## src/block_refcount_table_core_defines.svh

```systemverilog
// Assertion macros shared by the reference count table RTL.
// Included by the controller and datapath; depends on nothing else.
`ifndef BLOCK_REFCOUNT_TABLE_CORE_DEFINES_SVH
`define BLOCK_REFCOUNT_TABLE_CORE_DEFINES_SVH

// Same-cycle implication, checked outside reset
`define BRT_ASSERT_NOW(lbl, clk, rstn, ante, cons, msg) \
  lbl: assert property (@(posedge clk) disable iff (!rstn) (ante) |-> (cons)) \
    else $error(msg);

// Next-cycle implication, checked outside reset
`define BRT_ASSERT_NEXT(lbl, clk, rstn, ante, cons, msg) \
  lbl: assert property (@(posedge clk) disable iff (!rstn) (ante) |=> (cons)) \
    else $error(msg);

`endif

```

## src/brt_pkg.sv

```systemverilog
// Package for the reference count table: sizes, request and status codes,
// entry layout and the controller/datapath command and status structs.
// No dependencies.
package brt_pkg;

  localparam int TABLE_ENTRIES = 1024;
  localparam int IDX_W = (TABLE_ENTRIES > 1) ? $clog2(TABLE_ENTRIES) : 1;
  localparam int KEY_W = 32;
  localparam int CNT_W = 32;
  localparam logic [CNT_W-1:0] COUNT_MAX = '1;

  // Request codes; the spare code behaves as a query
  localparam logic [1:0] REQ_INC   = 2'd0;
  localparam logic [1:0] REQ_DEC   = 2'd1;
  localparam logic [1:0] REQ_QUERY = 2'd2;

  // Result status codes
  localparam logic [1:0] STAT_OK        = 2'd0;
  localparam logic [1:0] STAT_NOT_FOUND = 2'd1;
  localparam logic [1:0] STAT_FULL      = 2'd2;

  typedef struct packed {
    logic             valid;
    logic [KEY_W-1:0] key;
    logic [CNT_W-1:0] count;
  } entry_t;

  localparam int ENTRY_W = $bits(entry_t);

  // Controller to datapath
  typedef struct packed {
    logic clr;     // write an empty entry at the sweep index
    logic start;   // latch request, reset scan results
    logic rd;      // read the entry at the sweep index
    logic commit;  // write back and load the result register
  } brt_cmd_t;

  // Datapath to controller
  typedef struct packed {
    logic idx_last;  // sweep index at the final entry
    logic out_busy;  // result register full and not taken this cycle
  } brt_sts_t;

endpackage

```

## src/brt_ctrl.sv

```systemverilog
// Controller for the reference count table: clearing pass, request intake,
// table scan and write-back sequencing. Depends on brt_pkg and the defines header.
`include "block_refcount_table_core_defines.svh"

module brt_ctrl
  import brt_pkg::*;
(
  input  logic     clk,
  input  logic     rst_n,
  input  logic     in_accept,
  output logic     in_ready,
  input  brt_sts_t sts,
  output brt_cmd_t cmd
);

  typedef enum logic [2:0] {
    S_CLEAR,
    S_IDLE,
    S_SCAN,
    S_DRAIN,
    S_UPDATE
  } state_t;

  state_t state_r, state_nxt;

  // Decode commands from the current state
  always_comb begin
    cmd        = '0;
    state_nxt  = state_r;
    in_ready   = 1'b0;
    unique case (state_r)
      S_CLEAR: begin
        cmd.clr = 1'b1;
        if (sts.idx_last) begin
          state_nxt = S_IDLE;
        end
      end
      S_IDLE: begin
        in_ready  = 1'b1;
        cmd.start = in_accept;
        if (in_accept) begin
          state_nxt = S_SCAN;
        end
      end
      S_SCAN: begin
        cmd.rd = 1'b1;
        if (sts.idx_last) begin
          state_nxt = S_DRAIN;
        end
      end
      S_DRAIN: begin
        state_nxt = S_UPDATE;
      end
      S_UPDATE: begin
        // Hold until the result register can take the new result
        if (!sts.out_busy) begin
          cmd.commit = 1'b1;
          state_nxt  = S_IDLE;
        end
      end
      default: begin
        state_nxt = S_IDLE;
      end
    endcase
  end

  always_ff @(posedge clk) begin
    if (!rst_n) begin
      state_r <= S_CLEAR;
    end else begin
      state_r <= state_nxt;
    end
  end

  `BRT_ASSERT_NOW(a_commit_free, clk, rst_n, cmd.commit, !sts.out_busy, "commit into busy result register")
  `BRT_ASSERT_NEXT(a_accept_scan, clk, rst_n, in_accept && in_ready, state_r == S_SCAN, "accepted request did not start a scan")
  `BRT_ASSERT_NEXT(a_scan_end, clk, rst_n, (state_r == S_SCAN) && sts.idx_last, state_r == S_DRAIN, "scan did not end at the final entry")

endmodule

```

## config.mk

```make
export PLATFORM = sky130hd
export DESIGN_NAME = brt_ctrl
export DESIGN_NICKNAME = d
export VERILOG_FILES = /design/src/brt_pkg.sv /design/src/brt_ctrl.sv
export VERILOG_INCLUDE_DIRS = /design/src /design/src/src
export SDC_FILE = /design/constraint.sdc
export NUM_CORES = 1
export LEC_CHECK = 0
export BUFFER_PORTS_ARGS = -buffer_cell sky130_fd_sc_hd__buf_2
export CORE_AREA = 8 8 45 47
export DETAILED_ROUTE_END_ITERATION = 8
export DIE_AREA = 0 0 53 55
export PLACE_DENSITY_LB_ADDON = 0.05
export SLEW_MARGIN = 20
export SYNTH_ARGS = -nofsm -noshare
export SYNTH_HDL_FRONTEND = slang
export SYNTH_SLANG_ARGS = --single-unit
```

## constraint.sdc

```tcl
create_clock -name clk -period 1 [get_ports clk]
set_input_delay 0.05 -clock clk [delete_from_list [all_inputs] [get_ports clk]]
set_output_delay 0.05 -clock clk [all_outputs]
set_load 0.02 [all_outputs]
```

==> flow_metrics.tcl <==
set metrics [dict create \
    status "complete, but fails checks" \
    violations "negative setup slack" \
    syn-num-nets 23 \
    maxSlewViolCount 0 \
    clk_latency_ps 230 \
    antenna_found_initial 0 \
    ys_ff_latch 3 \
    reg.largest.list "state_r (3)" \
    max_freq_mhz 897 \
    cts_tree "done" \
    r2r_slack_ps 60 \
    io_pins 10 \
    grt_use_total 0.0431 \
    period_minus_slack_ps 1110 \
    critPathMaxStageDelay_ps 370 \
    crit_buf_inv 1 \
    cts-root-buf "clkbuf_4" \
    portBuffers 9 \
    hpwl_um 416 \
    crit_type "flip-flop to output pin" \
    grt_pass1_vias 224 \
    setup_viol 5 \
    cp_data_required_time_ps 950 \
    clkTransAtPathRegs_ps 40 \
    drive_gt1_frac 0.639 \
    max_cap_viol_count 0 \
    largest_reg_flops 3 \
    hold_viol_final 0 \
    area_growth_pct 101 \
    irDropWorstVdd_uv 404 \
    synth_area_um2 171 \
    holdWs_ps 71.4 \
    start_kind "flip-flop" \
    drtIter0Drc 1 \
    arrival_ps 1060 \
    grt_pass1_wl_um 883 \
    die_w_um 53 \
    stdcell_area_um2 344 \
    ctsHoldBuffers 0 \
    cts.sinks 3 \
    drt_wl_total_um 583 \
    crit_fanout 8 \
    power_leakage_nw 0.148 \
    start_util 0.124 \
    yosysWarnings 0 \
    crit_path_cell_trace "nor3b_4 > and2_4 > buf_6" \
    finalWorstSetupSlack_ps -115 \
    htreeDepth 1 \
    timing.slew.headroom 0.856 \
    worst_pin_slew_ps 216 \
    ant_nets 0 \
    yosys.cell_types.count 14 \
    gp_congestion 0.611 \
    fin_worst_skew_ps 5.70 \
    final_nets 42 \
    dieArea_mm2 0.00292 \
    cts_buffer_depth 2 \
    coreArea_mm2 0.00138 \
    postSynthCellCount 18 \
    vias_per_cell 3.96 \
    ys_seq_area_frac 0.350 \
    synth_area_per_cell_um2 9.52 \
    gr-total-overflow 0 \
    hold_path_class "input port to flip-flop" \
    powerDensity_mw_per_mm2 1340 \
    drt_drc_violations_left 0 \
    period_share 1.11 \
    cp_slowest_cell "dfxtp_4" \
    top_register "state_r" \
    grt_max_degree 9 \
    cp-end-kind "output pin" \
    die_h_um 55 \
    numCtsBuffers 3 \
    vias 206 \
    rsz0062_at_grt "true" \
    cpLargestDelayFamily "flip-flops" \
    placed_cell_area_um2 268 \
    wl_per_cell_um 11.2 \
    drt-pass1-iter-count 2 \
    diodes 0 \
    rows 14 \
]
==> what timing repair did <==
item / in CTS / in global routing
pin swaps: 2 / 1
setup buffers: 2 / 1
cloned: 0 / 0
resized for setup: 10 / 1
setup endpoints to repair: 6 / 5
==> logic make-up after synthesis <==
family           after synthesis  share of synthesized area
flip-flops                     3                      0.350
AO/OA/AOI/OAI                  3                      0.131
AND/OR/NAND/NOR               12                      0.518
==> path summary, 6_finish.rpt <==
kind | startpoint | end | depth (start not counted)
min reg2reg | state_r[1] | state_r[1] | 2
max reg2reg | state_r[0] | state_r[0] | 2
max | state_r[0] | cmd[2] | 3
min | rst_n | state_r[0] | 2
==> per-layer routing <==
metal  vias to the layer above  wire (um)  global-route usage
li1                        104          -                   -
met1                        92        250              0.0348
met2                         8        242              0.0645
met3                         2         83              0.0374
met4                         0          6              0.0388
met5                         -          0                   0
==> power breakdown <==
| group | internal (mW) | switching (mW) | total (mW) |
|---|---|---|---|
| clock network | 0.150 | 0.0649 | 0.215 |
| logic | 0.0639 | 0.0442 | 0.108 |
| registers | 0.126 | 0.0131 | 0.139 |
| total | 0.340 | 0.122 | 0.462 |
==> final cells by class <==
cell class                 count  area [um2]
timing repair buffer          14         103
sequential                     3        68.8
clock buffer                   4        26.3
tap                           16        20.0
fill                         160        1040
multi-input combinational     15         126
==> Yosys cell counts <==
cell	number	share of area
nor3_1	1	0.029
nor2b_1	1	0.037
nand4bb_1	1	0.066
nor2_1	1	0.022
and2_1	1	0.037
nand3b_1	2	0.088
a21boi_0	1	0.044
dfxtp_1	3	0.35
o311a_1	1	0.058
a21oi_1	1	0.029
nand2b_1	2	0.073
nor3b_2	1	0.073
nor4b_1	1	0.051
nor3b_1	1	0.044
==> through the flow <==
stage	util	worst slack, ps	power, mW	TNS, ps	std cells
global placement	0.193	-4.97	0.224	-4.97	45
floorplan	-	34.5	0.190	0	18
CTS	0.241	-125	0.464	-374	51
global route	0.249	-180	0.491	-601	52
finish	0.249	-115	0.462	-311	52
detailed placement	0.193	-4.27	0.223	-4.27	45
==> placed cells by master, fill, tap and decap left out <==
| master | n |
|---|---|
| buf_4 | 8 |
| buf_2 | 4 |
| clkbuf_4 | 3 |
| nand2b_1 | 2 |
| nand3b_1 | 2 |
| buf_6 | 2 |
| dfxtp_4 | 2 |
| nor2_1 | 1 |
| nor3b_4 | 1 |
| nor4b_2 | 1 |
| and2_4 | 1 |
| nor3_1 | 1 |
| a21oi_1 | 1 |
| nor3b_1 | 1 |
| nor2b_1 | 1 |
| nand4bb_1 | 1 |
| o311a_1 | 1 |
| a21boi_0 | 1 |
| clkbuf_1 | 1 |
| dfxtp_2 | 1 |
No activity file was read; power rests on OpenSTA's default activity.
